<file path="src/rtl/core/bleadv_pkg.sv">
package bleadv_pkg;

	// Event codes recognized by the parser
	localparam logic [7:0] LE_META_CODE          = 8'h3E;
	localparam logic [7:0] EXT_ADV_SUBEVENT      = 8'h0D;
	localparam logic [7:0] EVENT_INDICATOR_RESET = 8'h04;

	// A report carries 24 fixed bytes before its data
	localparam int         ReportFixedBytes   = 24;
	localparam logic [4:0] REPORT_LAST_OFFSET = 5'(ReportFixedBytes - 1);

	// Result kinds
	localparam logic [1:0] KIND_HEADER = 2'd0;
	localparam logic [1:0] KIND_DATA   = 2'd1;
	localparam logic [1:0] KIND_STATUS = 2'd2;

	// Output queue: power of two so the pointers wrap on their own
	localparam int FifoDepth = 4;
	localparam int FifoPtrW  = $clog2(FifoDepth);
	localparam int FifoCntW  = $clog2(FifoDepth + 1);

	typedef struct packed {
		logic [1:0]         kind;
		logic [15:0]        event_type;
		logic [47:0]        address;
		logic [7:0]         address_type;
		logic [7:0]         set_id;
		logic signed [7:0]  tx_dbm;
		logic signed [7:0]  rssi;
		logic [7:0]         data_length;
		logic [7:0]         data_byte;
		logic               parse_error;
		logic [3:0]         report_count;
		logic               last;
	} result_t;

	// Up to two results written in one cycle, first before second
	typedef struct packed {
		logic [1:0] count;
		result_t    first;
		result_t    second;
	} push_t;

endpackage

</file>
<file path="src/rtl/core/ble_ext_adv_report_parser.sv">
// Each result word passes through the output queue; it is written when its input word is taken.
// Throughput: one input word per cycle while s_axis_tready is high; a word that yields a
// report result and the end status puts two words in the four-entry output queue, which
// drains one word per cycle while m_axis_tready is high. s_axis_tready is high while the
// output queue has room for two words. Reset (arst_n low, asynchronous): parse state
// cleared, event indicator set to 4, output queue emptied.
module ble_ext_adv_report_parser #(
	parameter int MAX_PACKET_BYTES = 1023
) (
	input  logic         clk,
	input  logic         arst_n,
	input  logic         cfg_we,
	input  logic [7:0]   cfg_wdata,
	input  logic         s_axis_tvalid,
	output logic         s_axis_tready,
	// [7:0] packet_byte, [17:8] packet_length, [23:18] zero
	input  logic [23:0]  s_axis_tdata,
	output logic         m_axis_tvalid,
	input  logic         m_axis_tready,
	// [15:0] event_type, [63:16] address, [71:64] address_type, [79:72] set_id,
	// [87:80] tx_dbm, [95:88] rssi, [103:96] data_length, [111:104] data_byte,
	// [112] parse_error, [116:113] report_count, [119:117] zero
	output logic [119:0] m_axis_tdata,
	// [1:0] result_kind
	output logic [1:0]   m_axis_tuser,
	output logic         m_axis_tlast
);

	logic                accept;
	logic                space2;
	bleadv_pkg::push_t   push;
	bleadv_pkg::result_t res;

	assign s_axis_tready = space2;
	assign accept        = s_axis_tvalid && s_axis_tready;

	// Byte parser
	bleadv_parse #(
		.MAX_PACKET_BYTES(MAX_PACKET_BYTES)
	) u_parse (
		.clk          (clk),
		.arst_n       (arst_n),
		.cfg_we       (cfg_we),
		.cfg_wdata    (cfg_wdata),
		.accept       (accept),
		.packet_byte  (s_axis_tdata[7:0]),
		.packet_length(s_axis_tdata[17:8]),
		.push         (push)
	);

	// Result queue between parser and master side
	bleadv_fifo u_fifo (
		.clk      (clk),
		.arst_n   (arst_n),
		.push     (push),
		.space2   (space2),
		.out_valid(m_axis_tvalid),
		.out_ready(m_axis_tready),
		.out_data (res)
	);

	// Pack the result word
	assign m_axis_tdata = {3'b000, res.report_count, res.parse_error, res.data_byte,
		res.data_length, res.rssi, res.tx_dbm, res.set_id, res.address_type,
		res.address, res.event_type};
	assign m_axis_tuser = res.kind;
	assign m_axis_tlast = res.last;

endmodule

</file>
<file path="src/rtl/core/bleadv_parse.sv">
module bleadv_parse #(
	parameter int MAX_PACKET_BYTES = 1023
) (
	input  logic                clk,
	input  logic                arst_n,
	input  logic                cfg_we,
	input  logic [7:0]          cfg_wdata,
	input  logic                accept,
	input  logic [7:0]          packet_byte,
	input  logic [9:0]          packet_length,
	output bleadv_pkg::push_t   push
);

	localparam int LenW = $clog2(MAX_PACKET_BYTES + 1);
	localparam int CmpW = ((LenW > 10) ? LenW : 10) + 1;

	localparam logic [1:0] PH_HEADER = 2'd0;
	localparam logic [1:0] PH_REPORT = 2'd1;
	localparam logic [1:0] PH_DATA   = 2'd2;
	localparam logic [1:0] PH_DONE   = 2'd3;

	logic [7:0]  ev_ind_q;
	logic [9:0]  pos_q;
	logic [7:0]  code_q;
	logic [7:0]  plen_q;
	logic [1:0]  phase_q;
	logic [7:0]  rep_left_q;
	logic [4:0]  off_q;
	logic [7:0]  data_left_q;
	logic [3:0]  cnt_q;
	logic        err_q;

	logic [15:0]       evt_q;
	logic [47:0]       addr_q;
	logic [7:0]        atype_q;
	logic [7:0]        sid_q;
	logic signed [7:0] txp_q;
	logic signed [7:0] rssi_q;

	logic [9:0]  n_pos;
	logic [7:0]  n_code;
	logic [7:0]  n_plen;
	logic [1:0]  n_phase;
	logic [7:0]  n_rep_left;
	logic [4:0]  n_off;
	logic [7:0]  n_data_left;
	logic [3:0]  n_cnt;
	logic        n_err;

	logic [CmpW-1:0] len_raw;
	logic [CmpW-1:0] len_c;
	logic [CmpW-1:0] pos1;
	logic [CmpW-1:0] end_pos;
	logic            fits;
	logic            do_begin;
	logic [7:0]      begin_left;
	logic [7:0]      data_left_dec;
	logic            is_last;
	logic            a_valid;
	bleadv_pkg::result_t res_a;
	bleadv_pkg::result_t res_s;

	// Clamp the buffer length into 1..MAX_PACKET_BYTES
	always_comb begin
		len_raw = CmpW'(packet_length);
		if (len_raw == '0) begin
			len_c = CmpW'(1);
		end else if (len_raw > CmpW'(MAX_PACKET_BYTES)) begin
			len_c = CmpW'(MAX_PACKET_BYTES);
		end else begin
			len_c = len_raw;
		end
	end

	assign pos1          = CmpW'(pos_q) + CmpW'(1);
	assign end_pos       = CmpW'(plen_q) + CmpW'(3);
	assign fits          = (CmpW'(pos_q) + CmpW'(bleadv_pkg::ReportFixedBytes + 1)) <= end_pos;
	assign data_left_dec = data_left_q - 8'd1;
	assign is_last       = pos1 >= len_c;

	// Parse one byte: next state and up to two results
	always_comb begin
		n_pos       = pos_q;
		n_code      = code_q;
		n_plen      = plen_q;
		n_phase     = phase_q;
		n_rep_left  = rep_left_q;
		n_off       = off_q;
		n_data_left = data_left_q;
		n_cnt       = cnt_q;
		n_err       = err_q;
		do_begin    = 1'b0;
		begin_left  = rep_left_q;
		a_valid     = 1'b0;
		res_a       = '0;
		res_s       = '0;

		case (phase_q)
			PH_HEADER: begin
				if (pos_q == 10'd0) begin
					if (packet_byte != ev_ind_q) begin
						n_err   = 1'b1;
						n_phase = PH_DONE;
					end
				end else if (pos_q == 10'd1) begin
					n_code = packet_byte;
				end else if (pos_q == 10'd2) begin
					n_plen = packet_byte;
					if (CmpW'(packet_byte) + CmpW'(3) > len_c) begin
						n_err   = 1'b1;
						n_phase = PH_DONE;
					end else if (code_q != bleadv_pkg::LE_META_CODE || packet_byte < 8'd2) begin
						n_phase = PH_DONE;
					end
				end else if (pos_q == 10'd3) begin
					if (packet_byte != bleadv_pkg::EXT_ADV_SUBEVENT) begin
						n_phase = PH_DONE;
					end
				end else begin
					n_rep_left = packet_byte;
					do_begin   = 1'b1;
					begin_left = packet_byte;
				end
			end
			PH_REPORT: begin
				if (off_q >= bleadv_pkg::REPORT_LAST_OFFSET) begin
					if (pos1 + CmpW'(packet_byte) > end_pos) begin
						n_err   = 1'b1;
						n_phase = PH_DONE;
					end else begin
						a_valid            = 1'b1;
						res_a.kind         = bleadv_pkg::KIND_HEADER;
						res_a.event_type   = evt_q;
						res_a.address      = addr_q;
						res_a.address_type = atype_q;
						res_a.set_id       = sid_q;
						res_a.tx_dbm       = txp_q;
						res_a.rssi         = rssi_q;
						res_a.data_length  = packet_byte;
						if (cnt_q != 4'd15) begin
							n_cnt = cnt_q + 4'd1;
						end
						if (packet_byte == 8'd0) begin
							n_rep_left = rep_left_q - 8'd1;
							do_begin   = 1'b1;
							begin_left = rep_left_q - 8'd1;
						end else begin
							n_data_left = packet_byte;
							n_phase     = PH_DATA;
						end
					end
				end else begin
					n_off = off_q + 5'd1;
				end
			end
			PH_DATA: begin
				a_valid         = 1'b1;
				res_a.kind      = bleadv_pkg::KIND_DATA;
				res_a.data_byte = packet_byte;
				n_data_left     = data_left_dec;
				if (data_left_dec == 8'd0) begin
					n_rep_left = rep_left_q - 8'd1;
					do_begin   = 1'b1;
					begin_left = rep_left_q - 8'd1;
				end
			end
			default: begin
			end
		endcase

		// Start the next report, or finish when none is left or it cannot fit
		if (do_begin) begin
			if (begin_left == 8'd0) begin
				n_phase = PH_DONE;
			end else if (!fits) begin
				n_phase = PH_DONE;
				n_err   = 1'b1;
			end else begin
				n_phase = PH_REPORT;
				n_off   = 5'd0;
			end
		end

		// Close the packet on its last byte and return to the reset state
		res_a.last = !is_last;
		if (is_last) begin
			res_s.kind         = bleadv_pkg::KIND_STATUS;
			res_s.parse_error  = n_err | (n_phase != PH_DONE);
			res_s.report_count = n_cnt;
			res_s.last         = 1'b1;
			n_pos       = 10'd0;
			n_code      = 8'd0;
			n_plen      = 8'd0;
			n_phase     = PH_HEADER;
			n_rep_left  = 8'd0;
			n_off       = 5'd0;
			n_data_left = 8'd0;
			n_cnt       = 4'd0;
			n_err       = 1'b0;
		end else begin
			n_pos = pos1[9:0];
		end
	end

	// Hand results to the output queue, report result first
	always_comb begin
		push        = '0;
		push.second = res_s;
		push.first  = a_valid ? res_a : res_s;
		if (accept) begin
			push.count = 2'({1'b0, a_valid} + {1'b0, is_last});
		end
	end

	// Parse state and the indicator register
	always_ff @(posedge clk or negedge arst_n) begin
		if (!arst_n) begin
			ev_ind_q    <= bleadv_pkg::EVENT_INDICATOR_RESET;
			pos_q       <= 10'd0;
			code_q      <= 8'd0;
			plen_q      <= 8'd0;
			phase_q     <= PH_HEADER;
			rep_left_q  <= 8'd0;
			off_q       <= 5'd0;
			data_left_q <= 8'd0;
			cnt_q       <= 4'd0;
			err_q       <= 1'b0;
		end else begin
			if (cfg_we) begin
				ev_ind_q <= cfg_wdata;
			end
			if (accept) begin
				pos_q       <= n_pos;
				code_q      <= n_code;
				plen_q      <= n_plen;
				phase_q     <= n_phase;
				rep_left_q  <= n_rep_left;
				off_q       <= n_off;
				data_left_q <= n_data_left;
				cnt_q       <= n_cnt;
				err_q       <= n_err;
			end
		end
	end

	// Capture the fixed report bytes that the header result carries
	always_ff @(posedge clk) begin
		if (accept && phase_q == PH_REPORT) begin
			case (off_q)
				5'd0:    evt_q[7:0]     <= packet_byte;
				5'd1:    evt_q[15:8]    <= packet_byte;
				5'd2:    atype_q        <= packet_byte;
				5'd3:    addr_q[7:0]    <= packet_byte;
				5'd4:    addr_q[15:8]   <= packet_byte;
				5'd5:    addr_q[23:16]  <= packet_byte;
				5'd6:    addr_q[31:24]  <= packet_byte;
				5'd7:    addr_q[39:32]  <= packet_byte;
				5'd8:    addr_q[47:40]  <= packet_byte;
				5'd11:   sid_q          <= packet_byte;
				5'd12:   txp_q          <= packet_byte;
				5'd13:   rssi_q         <= packet_byte;
				default: begin
				end
			endcase
		end
	end

	a_off_range: assert property (@(posedge clk) disable iff (!arst_n)
		off_q <= bleadv_pkg::REPORT_LAST_OFFSET)
		else $error("report offset past the fixed part");

	a_data_nonzero: assert property (@(posedge clk) disable iff (!arst_n)
		phase_q == PH_DATA |-> data_left_q != 8'd0)
		else $error("data phase with no data left");

	a_report_after_count: assert property (@(posedge clk) disable iff (!arst_n)
		phase_q == PH_REPORT |-> pos_q >= 10'd5)
		else $error("report phase before the report count byte");

endmodule

</file>
<file path="src/rtl/core/bleadv_fifo.sv">
module bleadv_fifo (
	input  logic                 clk,
	input  logic                 arst_n,
	input  bleadv_pkg::push_t    push,
	output logic                 space2,
	output logic                 out_valid,
	input  logic                 out_ready,
	output bleadv_pkg::result_t  out_data
);

	localparam int PtrW = bleadv_pkg::FifoPtrW;
	localparam int CntW = bleadv_pkg::FifoCntW;

	bleadv_pkg::result_t mem_q [bleadv_pkg::FifoDepth];
	logic [PtrW-1:0] wr_q;
	logic [PtrW-1:0] rd_q;
	logic [CntW-1:0] cnt_q;
	logic            pop;

	assign out_valid = cnt_q != '0;
	assign out_data  = mem_q[rd_q];
	assign pop       = out_valid && out_ready;
	assign space2    = cnt_q <= CntW'(bleadv_pkg::FifoDepth - 2);

	// Write up to two words at the tail
	always_ff @(posedge clk) begin
		if (push.count != 2'd0) begin
			mem_q[wr_q] <= push.first;
		end
		if (push.count == 2'd2) begin
			mem_q[PtrW'(wr_q + 1'b1)] <= push.second;
		end
	end

	// Advance pointers and occupancy
	always_ff @(posedge clk or negedge arst_n) begin
		if (!arst_n) begin
			wr_q  <= '0;
			rd_q  <= '0;
			cnt_q <= '0;
		end else begin
			wr_q  <= PtrW'(wr_q + PtrW'(push.count));
			rd_q  <= PtrW'(rd_q + PtrW'(pop));
			cnt_q <= CntW'(cnt_q + CntW'(push.count) - CntW'(pop));
		end
	end

	a_cnt_bound: assert property (@(posedge clk) disable iff (!arst_n)
		cnt_q <= CntW'(bleadv_pkg::FifoDepth))
		else $error("output queue overfilled");

	a_push_room: assert property (@(posedge clk) disable iff (!arst_n)
		push.count != 2'd0 |-> (cnt_q + CntW'(push.count)) <= CntW'(bleadv_pkg::FifoDepth))
		else $error("push without room");

	a_push_two_max: assert property (@(posedge clk) disable iff (!arst_n)
		push.count != 2'd3)
		else $error("more than two words pushed");

endmodule

</file>
<file path="config.mk">
export PLATFORM = sky130hd
export DESIGN_NAME = ble_ext_adv_report_parser
export DESIGN_NICKNAME = d
export VERILOG_FILES = /design/src/rtl/core/bleadv_pkg.sv /design/src/rtl/core/ble_ext_adv_report_parser.sv /design/src/rtl/core/bleadv_parse.sv /design/src/rtl/core/bleadv_fifo.sv
export SDC_FILE = /design/constraint.sdc
export NUM_CORES = 1
export LEC_CHECK = 0
export BUFFER_PORTS_ARGS = -buffer_cell sky130_fd_sc_hd__buf_2
export CORE_MARGIN = 2
export CORE_UTILIZATION = 55
export DETAILED_ROUTE_END_ITERATION = 16
export PLACE_DENSITY = 0.83
export SYNTH_ARGS = -nofsm -noshare
export SYNTH_HDL_FRONTEND = slang
export SYNTH_SLANG_ARGS = --single-unit
</file>
<file path="constraint.sdc">
create_clock -name clk -period 7.2 [get_ports clk]
set_input_delay 0.36 -clock clk [delete_from_list [all_inputs] [get_ports clk]]
set_output_delay 0.36 -clock clk [all_outputs]
set_load 0.1 [all_outputs]
</file>
-- Word-level counts from Yosys, hierarchy flattened
Memories as Yosys holds them, arrays and structs flattened.
Cells that the tools add are included.
- logic and storage cells: 199
- output and inout port bits: 125
- memories kept: 1
- flip-flop bits (word level): 165
- RAM bits: 480
- bits of input ports: 37
- equal/unequal tests: 27
- reduce and logical (&&, ||, !) cells: 33
- bitwise operators: 1
- magnitude comparators: 7
- $add $sub $neg: 15
- multiplexer cells: 90
- memory list (memory ; words ; bits a word ; read ports ; clocked after Yosys merged registers in ; write ports ; RTL line ; text):
    u_fifo.mem_q ; 4 ; 120 ; 1 ; 0 ; 2 ; bleadv_fifo.sv:14 ; bleadv_pkg::result_t mem_q [bleadv_pkg::FifoDepth];
- operator list (operator ; count):
    104-bit 2-to-1 mux ; 2
    8-bit 2-to-1 mux ; 23
    120-bit 2-to-1 mux ; 1
    106-bit 2-to-1 mux ; 1
    2-bit 2-to-1 mux ; 17
    5-bit 2-to-1 mux ; 6
    1-bit 2-to-1 mux ; 25
    8-bit zero test ; 3
    8-bit one-hot mux with 3 select lines ; 1
    2-bit AND reduction ; 12
    10-bit by 2-bit equality test with 1-bit output, second input constant ; 2
    5-bit by 3-bit equality test with 1-bit output, second input constant ; 4
    5-bit by 4-bit equality test with 1-bit output, second input constant ; 4
    10-bit zero test ; 2
    10-bit 2-to-1 mux ; 2
    4-bit 2-to-1 mux ; 5
    8-bit by 2-bit adder with 9-bit output, second input constant ; 2
    8-bit one-hot mux with 2 select lines ; 1
    8-bit by 1-bit subtractor with 8-bit output, second input constant ; 2
    10-bit by 1-bit adder with 11-bit output, second input constant ; 1
    10-bit by 5-bit adder with 11-bit output, second input constant ; 1
    11-bit by 8-bit adder with 11-bit output ; 1
    11-bit by 10-bit greater-or-equal comparator with 1-bit output ; 1
    11-bit by 10-bit greater-than comparator with 1-bit output ; 1
    other kinds (40) ; 53

-- Logic depth before layout (Yosys ltp)
Gate-level depths: netlist of run 1.
- word-level depth: 14
- gate-level depth with buffers: 30
- depth with buffers taken out: 26

-- Modules after synthesis
From an unflattened synthesis of run 1, not the netlist that was laid out.
- cells, all modules: 2357
- area, all modules: 34700.8 µm²
- modules (own cells, without submodules) (module ; times used ; sequential area each (µm²) ; area an instance (µm²) ; cells each):
    bleadv_fifo ; 1 ; 14589.0 ; 23879.2 ; 1200
    bleadv_parse ; 1 ; 4435.5 ; 10789.1 ; 1152
    ble_ext_adv_report_parser ; 1 ; 0.0 ; 32.5 ; 5

-- Worst setup path after synthesis of run 1
OpenSTA, ideal clock, no wires.
- kind: reg-to-reg
- start: register u_parse.pos_q[0]
- end: memory u_fifo.mem_q[0][0] in the netlist's numbering (enable)
- required time: 6920 ps
- buffers on the path: 4
- period minus slack after synthesis: 6397 ps
- arrival: 6117 ps
- stages on the path, launching flop included: 27
- slack: 803 ps
- setup time: 280 ps
- cell sequence: dfrtp_1 > clkbuf_1 > inv_1 > ha_1 > fa_1 > and3_1 > a2111oi_0 > o31ai_1 > xnor2_1 > ha_1 > nand4_1 > nor3_1 > o21ai_0 > a21oi_1 > clkbuf_1 > o211ai_1 > nor2_1 > o21ai_1 > ha_1 > nand2b_1 > inv_1 > a21oi_1 > nor3_1 > nor2_1 > clkbuf_1 > buf_1 > inv_1
- RTL lines (element ; RTL line ; text):
    start, declared ; bleadv_parse.sv:23 ; logic [9:0] pos_q;
    start signal, assigned ; bleadv_parse.sv:233 ; pos_q <= n_pos;
    end, declared ; bleadv_fifo.sv:14 ;

==> results_dict.tcl, run 1 <==
set metrics [dict create \
    nets 2450 \
    dpl-instance-area_um2 28900 \
    setup_violations 0 \
    async_flop_share 0.107 \
    rsz0062_at_grt "no" \
    cts_setup_buffers 0 \
    dp_hpwl_mm 46.2 \
    fp.dieH_um 226 \
    ys_ff_latch 645 \
    slew_headroom 0.209 \
    wire_per_inst_um 24.7 \
    grt_pass1_wl_mm 116 \
    arrival_ns 7.20 \
    powerDensity_nw_per_um2 341 \
    ys.flop_type "dfxtp_1" \
    die-area_um2 50900 \
    vias 20400 \
    path_cells "inv_1, ha_1, fa_1, and3_1, a2111oi_1, o31ai_1, xnor2_1, ha_1, nand4_1, nor3_1, o21ai_0, a21oi_1, o211ai_1, nor2_1, o21ai_1, ha_1, nand2b_1, inv_1, a21oi_1, nor2_1, nor2_4, buf_12, a22o_1" \
    gp_congestion 0.900 \
    drc_errors 0 \
    syn_area_um2 27000 \
    via_per_inst 6.69 \
    fin_util 0.641 \
    cts_tree "done" \
    die_w_um 226 \
    htree_levels 3 \
    synth_area_leaders "dfxtp_1, a22o_1, edfxtp_1" \
    avgSynthCellArea_um2 12.2 \
    finalPower_mw 10.7 \
    hold_path.class "in -> reg" \
    rr_startpoint "u_parse.pos_q[0]" \
    ant_nets 0 \
    cts_buffers 67 \
    ys_seq_area_frac 0.537 \
    grtUsageTotal 0.295 \
    critPathMaxStageDelay_ns 0.52 \
    hold_start "cfg_wdata[1]" \
    wirelength_mm 75.6 \
    irDropWorstVdd_mv 0.287 \
    fillers 3411 \
    cts_buffer_depth 3 \
    path_class "reg -> reg" \
    worst_setup_path_start_kind "flop" \
    antenna_found_initial 0 \
    yosys_warnings 0 \
    num_rows 81 \
    core_area_um2 48700 \
    cp_data_required_time_ns 7.73 \
    maxCapViolCount 0 \
    post-route-period-util 0.926 \
    synth_top_area_cell "dfxtp_1" \
    ios 162 \
    grt_max_degree 119 \
    drtIter0Drc 2041 \
    synth.distinct_cells 80 \
    clkSlewWorstSetupHoldPaths_ns 0.06 \
    port_buffers 152 \
    cts-root-buf "clkbuf_16" \
    max_freq_mhz 150 \
    detail_route.first_pass.iterations 6 \
    synth_cells 2208 \
    final_area_um2 31300 \
    hold_viol_final 0 \
    crit_fanout 61 \
    drv_slew 0 \
    first_global_vias 20400 \
    grt_overflow 0 \
    start_util 0.554 \
    cp_common_cell "ha_1" \
    status "finished clean" \
    cpMaxStageDelayCell "dfrtp_1" \
    synth-edff-count 124 \
    skew_ns 0.0219 \
    cts.sinks 645 \
    insertion_delay_ns 0.60 \
    syn2layout_area_growth_pct 15.7 \
    worst_slew_pin_slew_ns 1.18 \
    power.leakage_nw 12.5 \
    fin_cells 3055 \
    dp_cells 2925 \
    synth_top_area_share 0.335 \
    period_minus_slack_ns 6.67 \
    cp-startpoint "u_parse.pos_q[0]" \
    tns_ns 0 \
    drive_gt1_frac 0.207 \
    cp-end-kind "flop" \
]
-- layer usage --
metal / routed length (um) / vias up / global-route usage / share of wire
met5: 0 / - / 0 / 0
met4: 2780 / 0 / 0.130 / 0.037
met3: 6140 / 181 / 0.0484 / 0.081
met2: 37000 / 1121 / 0.485 / 0.49
met1: 29600 / 10400 / 0.386 / 0.39
li1: - / 8776 / - / -
-- placed cells by master (no fill, tap or decap), drive strengths merged, types with 36 or more instances in the layout --
cell    instances
mux4          120
inv            52
dfxtp         452
a21oi          36
a22o          430
ha             73
clkbuf         95
dfrtp          68
nor2          100
nand2         150
o21ai          87
buf           232
edfxtp        124
-- cell usage after synthesis (4+ instances only) --
cell type	number
a22o_1	430
nor4_1	18
a21oi_1	36
o22ai_1	4
and3_1	6
nor3_1	17
o211ai_1	11
nand4_1	17
mux2_2	14
xnor2_1	25
o21ai_0	82
ha_1	73
mux2i_1	8
o21ai_1	4
nand3_1	24
o31a_1	4
or4_1	5
a211oi_1	7
dfrtp_1	68
buf_1	21
a31oi_1	9
dfxtp_1	452
inv_1	48
o311ai_0	6
o2bb2ai_1	4
o2111ai_1	9
a21o_1	15
clkbuf_1	117
mux4_2	120
and2_1	5
o31ai_1	11
o21a_1	9
edfxtp_1	124
nand2b_1	11
nand2_1	150
nor2_1	100
or3_1	10
xor2_1	25
buf_2	37
-- kinds of logic (layout without fill, tap and decap cells) --
| group | count (synthesis) | count (layout) | synth area share |
|---|---|---|---|
| other cells | 1 | 4 | 0.000139 |
| fa+ha+maj | 75 | 75 | 0.0353 |
| simple gates | 384 | 384 | 0.0661 |
| compound gates | 680 | 680 | 0.201 |
| buf+inv | 230 | 410 | 0.0347 |
| flops | 645 | 645 | 0.537 |
| mux | 143 | 143 | 0.109 |
| xor+xnor | 50 | 50 | 0.0162 |
-- timing repair --
item	in CTS	in global routing
hold endpoints to repair	11	0
hold buffers	8	0
resized for setup	0	1
endpoints found under the setup margin	0	43
-- flip-flops by register name, indices dropped and copies added, names as in the netlist, 10 cells and up --
name and cells:
u_fifo.mem_q 480, u_parse.addr_q 48, u_parse.evt_q 16, u_parse.pos_q 10
-- worst paths after layout --
kind	end	slack [ns]	depth (start not counted)
hold / removal	u_parse.ev_ind_q[1]	0.02	2
setup reg to reg	u_fifo.mem_q[2][101]	0.53	23
setup / recovery	u_fifo.mem_q[2][101]	0.53	23
min in group asynchronous	u_fifo.cnt_q[2]	0.49	3
hold reg to reg	u_fifo.mem_q[1][9]	0.45	2
max in group asynchronous	u_fifo.rd_q[1]	5.98	3
-- where the power goes --
part,switching [mW],leakage (nW),internal (mW),total [mW]
Combinational,1.89,5.71,1.07,2.96
Sequential,0.292,5.66,3.86,4.15
Clock,1.43,1.11,2.12,3.55
Total,3.61,12.5,7.05,10.7
-- metrics by stage --
step | worst slack, ns | hold WS (ns)
after global routing | 0.0925 | 0.0224
after floorplan | 0.803 | 0.0644
final | 0.530 | 0.0242
after detailed placement | 0.687 | 0.443
after CTS | 0.583 | 0.00373
after global placement | 0.778 | 0.428
-- worst max-delay path, delay by kind of cell, from the launching register on --
family,cells,cell delay (ns)
compound gates,8,2.03
fa+ha+maj,4,1.53
flops,1,0.52
simple gates,7,1.63
xor+xnor,1,0.17
buf+inv,3,0.65
-- area by class of cell --
class / count / area, um^2 / share of cell area
clock inverters: 26 / 295 / 0.00945
diodes: 1 / 2.50 / 0.0000801
flip-flops and latches: 645 / 14500 / 0.464
repair buffers: 240 / 1800 / 0.0577
inverters: 49 / 184 / 0.00589
multi-input cells: 1335 / 11700 / 0.373
clock buffers: 95 / 1960 / 0.0626
well taps: 664 / 831 / 0.0266
Note: power is estimated with default switching activity, not from simulation.
==> inputs of run 2 (changes only) <==
- CAP_MARGIN: unset -> 25
- CELL_PAD_IN_SITES_DETAIL_PLACEMENT: unset -> 0
- CELL_PAD_IN_SITES_GLOBAL_PLACEMENT: unset -> 1
- CORE_UTILIZATION: 55 -> 54
- PLACE_DENSITY: 0.83 -> 0.95
- clock period: 7.2 -> 7.9 ns (I/O delays scaled with it)
==> results_dict.tcl, run 2 (synthesis results as in run 1) <==
set metrics [dict create \
    status "complete, but fails checks" \
    violations "negative hold slack" \
    max_freq_mhz 141 \
    irDropWorstVdd_mv 0.443 \
    detail_route.first_pass.iterations 6 \
    skew_ns 0.0229 \
    dp_hpwl_mm 43.5 \
    ios 162 \
    power.leakage_nw 12.3 \
    cp_data_required_time_ns 8.45 \
    maxCapViolCount 0 \
    grt_overflow 0 \
    drtIter0Drc 2022 \
    gp_congestion 0.895 \
    cts_resized 0 \
    top_regs "u_fifo.mem_q x480, u_parse.addr_q x48, u_parse.evt_q x16" \
    antenna_found_initial 3 \
    nets 2419 \
    first_global_vias 20100 \
    post-place-ws_ns 0.760 \
    drc_errors 0 \
    worst_slew_pin_slew_ns 1.11 \
    hold_path.class "in -> async" \
    period_minus_slack_ns 7.10 \
    final_common_cell "dfxtp_1" \
    htree_levels 3 \
    rrSetupSlack_ns 0.80 \
    port_buffers 152 \
    tns_ns 0 \
    wl_met1_mm 29.5 \
    num_rows 81 \
    via_per_inst 6.61 \
    vias 20000 \
    finalPower_mw 9.60 \
    cts_buffers 66 \
    top_register "u_fifo.mem_q" \
    finalWorstSetupSlack_ns 0.797 \
    post-route-period-util 0.899 \
    rsz0062_at_grt "no" \
    die_w_um 228 \
    route.met2.wl_mm 35.1 \
    cts-root-buf "clkbuf_16" \
    start_util 0.549 \
    fp.dieH_um 228 \
    worstReg2RegEnd "u_fifo.mem_q[0][50]" \
    clkSlewWorstSetupHoldPaths_ns 0.06 \
    grtUsageTotal 0.287 \
    insertion_delay_ns 0.62 \
    hold_viol_final 5 \
    cp-end-kind "flop" \
    arrival_ns 7.65 \
    wire_per_inst_um 24.5 \
    cts.sinks 645 \
    layout_common_cells "dfxtp_1, a22o_1, buf_2" \
    whs_ns -0.0218 \
    syn2layout_area_growth_pct 14.0 \
    hold_buffers 2 \
    grt_max_degree 114 \
    slew_headroom 0.257 \
    setup_violations 0 \
    worst_setup_path_start_kind "flop" \
    cts_setup_buffers 0 \
    core_area_um2 49200 \
    powerDensity_nw_per_um2 312 \
    drive_gt1_frac 0.203 \
    r2r_cells 24 \
    path_class "reg -> reg" \
    largest_reg_flops 480 \
    wl_met3_mm 6.87 \
    wirelength_mm 74.2 \
    drv_slew 0 \
    die-area_um2 51800 \
    cts_tree "done" \
    rr_startpoint "u_parse.pos_q[0]" \
    top_layer_used "met5" \
    grt_pass1_wl_mm 115 \
    crit_fanout 30 \
    cts_buffer_depth 3 \
    ant_nets 0 \
]
-- run 2: critical path, cell delays in order (launching register included) --
cell and delay [ns]:
dfrtp_1 0.61, inv_1 0.17, ha_1 0.42, fa_1 0.43, and3_1 0.21, a2111oi_0 0.64, o31ai_1 0.23, xnor2_1 0.17
ha_1 0.34, nand4_1 0.10, nor3_1 0.24, o21ai_0 0.12, a21oi_1 0.27, o211ai_1 0.25, nor2_1 0.18, o21ai_1 0.24
ha_1 0.40, nand2b_1 0.23, inv_1 0.14, a21oi_1 0.08, or3_1 0.54, nor2_4 0.20, buf_12 0.23, buf_4 0.35
a22o_1 0.21
-- run 2: layout make-up --
| class | count | area, um^2 |
|---|---|---|
| antenna | 1 | 2.50 |
| clock buffer | 96 | 2010 |
| clock inverter | 24 | 210 |
| fill | 3611 | 18400 |
| inverter | 49 | 184 |
| multi-input combinational | 1335 | 11700 |
| sequential | 645 | 14500 |
| tap | 664 | 831 |
| timing repair buffer | 210 | 1370 |
-- run 2: power breakdown --
part	leakage (nW)	switching (mW)	internal [mW]
clock	1.10	1.34	1.82
combinational	5.51	1.63	0.967
sequential	5.66	0.322	3.52
total	12.3	3.30	6.30
-- run 2: metal layers --
metal,global-route usage,vias up
met5,0,-
met2,0.465,1045
li1,-,8710
met3,0.0631,178
met1,0.373,10100
met4,0.122,2
-- run 2: worst max path at each step --
| stage | from | end | slack (ns) | cells after the start |
|---|---|---|---|---|
| 2_1_floorplan | u_parse.pos_q[0] | u_fifo.mem_q[0][0] | 1.50 | 26 |
| 3_3_place_gp | u_parse.pos_q[0] | u_fifo.mem_q[1][60] | 0.80 | 23 |
| 3_5_place_dp | u_parse.pos_q[0] | u_fifo.mem_q[1][12] | 0.76 | 24 |
| 4_1_cts | u_parse.pos_q[0] | u_fifo.mem_q[1][12] | 0.68 | 24 |
| 5_1_grt | u_parse.pos_q[0] | u_fifo.mem_q[0][50] | 0.36 | 24 |
| 6_report | u_parse.pos_q[0] | u_fifo.mem_q[0][50] | 0.80 | 24 |
-- run 2: per-stage QoR --
stage                     area, um^2  hold slack, ns  cells   util
after detailed placement       28500           0.442   2899  0.580
after CTS                      30700         0.00897   3021  0.625
after floorplan                27000          0.0994   2210      -
after global routing           30800          0.0250   3023  0.626
after global placement         28500           0.428   2897  0.579
final                          30800         -0.0218   3024  0.626
==> inputs of run 3 (changes only) <==
- CORE_ASPECT_RATIO: unset -> 0.8
- CORE_MARGIN: 2 -> 3
==> results_dict.tcl, run 3 (synthesis results as in run 1) <==
set metrics [dict create \
    worst_setup_path_start_kind "flop" \
    start_util 0.552 \
    cts_buffer_depth 3 \
    period_minus_slack_ns 7.10 \
    nets 2432 \
    status "finished clean" \
    irDropWorstVdd_mv 0.477 \
    htree_levels 2 \
    dp_cells 2916 \
    power.leakage_nw 12.2 \
    core_area_um2 48900 \
    cts_resized 0 \
    wire_per_inst_um 24.7 \
    cts-root-buf "clkbuf_16" \
    cts.sinks 645 \
    die_w_um 256 \
    cpMaxStageDelayCell "a2111oi_0" \
    fin_cells 3037 \
    dp_hpwl_mm 46.8 \
    slew_headroom 0.338 \
    grt_max_degree 70 \
    arrival_ns 7.65 \
    crit_fanout 29 \
    syn2layout_area_growth_pct 14.0 \
    clkSlewWorstSetupHoldPaths_ns 0.07 \
    cts_buffers 58 \
    skew_ns 0.0256 \
    setup_violations 0 \
    drtIter0Drc 2208 \
    cp_common_cell "ha_1" \
    top_regs "u_fifo.mem_q x480, u_parse.addr_q x48, u_parse.evt_q x16" \
    path_class "reg -> reg" \
    fp.dieH_um 206 \
    fin_util 0.629 \
    final_common_cell "dfxtp_1" \
    antenna_found_initial 3 \
    max_freq_mhz 141 \
    powerDensity_nw_per_um2 301 \
    ant_nets 0 \
    crit_family "compound AO/OA/AOI/OAI gates" \
    drv_slew 0 \
    fillers 3601 \
    ios 162 \
    grtUsageTotal 0.279 \
    hold_viol_final 0 \
    first_global_vias 19700 \
    vias 20000 \
    num_rows 72 \
    grt_overflow 0 \
    gp_congestion 0.882 \
    die-area_um2 52700 \
    detail_route.first_pass.iterations 5 \
    layout_common_cells "dfxtp_1, a22o_1, buf_2" \
    path_buf_inv 3 \
    largest_reg_flops 480 \
    tns_ns 0 \
    top_register "u_fifo.mem_q" \
    worst_slew_pin_slew_ns 0.985 \
    cp_data_required_time_ns 8.44 \
    insertion_delay_ns 0.62 \
    via_per_inst 6.57 \
    cp-end-kind "flop" \
    drive_gt1_frac 0.203 \
    path_cells "inv_1, ha_1, fa_1, and3_1, a2111oi_0, o31ai_1, xnor2_1, ha_1, nand4_1, nor3_1, o21ai_0, a21oi_1, o211ai_1, nor2_1, o21ai_1, ha_1, nand2b_1, buf_4, nand2_1, nand2_1, nor2_1, nor2_4, buf_4, a22o_1" \
    rsz0062_at_grt "no" \
    maxCapViolCount 0 \
    drc_errors 0 \
    cts_tree "done" \
    wirelength_mm 75.1 \
    hold_path.class "in -> reg" \
    critPathMaxStageDelay_ns 0.71 \
    port_buffers 152 \
    grt_pass1_wl_mm 115 \
    post-route-period-util 0.899 \
]
run 3: cell types whose count changed in the layout (fill, tap and decap cells not counted), sizes merged:
| cell | delta |
|---|---|
| inv | -1 |
| clkbuf | -15 |
| clkinv | +2 |
| dlygate4sd3 | +6 |
| buf | +14 |
| bufinv | +1 |
| clkinvlp | +4 |
run 3: what timing repair did:
action	in CTS	in global routing
hold endpoints to repair	7	8
setup buffers	0	0
hold buffers	7	1
run 3: where the power goes:
group / internal (mW) / switching (mW)
combinational: 0.959 / 1.67
clock: 1.54 / 1.26
sequential: 3.52 / 0.298
run 3: area by class of cell:
class,instances,area (um^2),area share
sequential,645,14500,0.471
antenna,1,2.50,0.0000813
timing repair buffer,231,1690,0.0548
inverter,49,184,0.00598
clock inverter,30,251,0.00817
tap,666,833,0.0271
multi-input combinational,1335,11700,0.379
clock buffer,80,1650,0.0535
run 3: per-layer routing:
layer	share of wire	track usage	wire length (um)	vias to the layer above
met1	0.43	0.390	32000	10100
li1	-	-	-	8743
met5	0.00016	0	12	-
met3	0.084	0.0570	6330	139
met2	0.46	0.433	34400	985
met4	0.031	0.103	2340	2
run 3: metrics by stage:
| step | power [mW] | instance area [um^2] | setup slack, ns | hold WS [ns] |
|---|---|---|---|---|
| after global routing | 9.67 | 30800 | 0.442 | 0.0702 |
| after detailed placement | 6.47 | 28800 | 0.938 | 0.438 |
| after global placement | 6.44 | 28700 | 1.05 | 0.429 |
| after floorplan | 5.85 | 27000 | 1.50 | 0.0994 |
| after CTS | 9.25 | 30700 | 0.912 | 0.0269 |
| final | 9.25 | 30800 | 0.797 | 0.0677 |
run 3: worst paths after layout:
kind	cells after the start	startpoint	end	slack (ns)
hold reg to reg	2	u_fifo.mem_q[2][9]	u_fifo.mem_q[2][9]	0.45
setup / recovery	24	u_parse.pos_q[0]	u_fifo.mem_q[3][80]	0.80
min in group asynchronous	3	arst_n	u_parse.data_left_q[7]	0.24
hold / removal	2	cfg_wdata[2]	u_parse.ev_ind_q[2]	0.07
setup reg to reg	24	u_parse.pos_q[0]	u_fifo.mem_q[3][80]	0.80
max in group asynchronous	4	arst_n	u_parse.ev_ind_q[2]	7.05
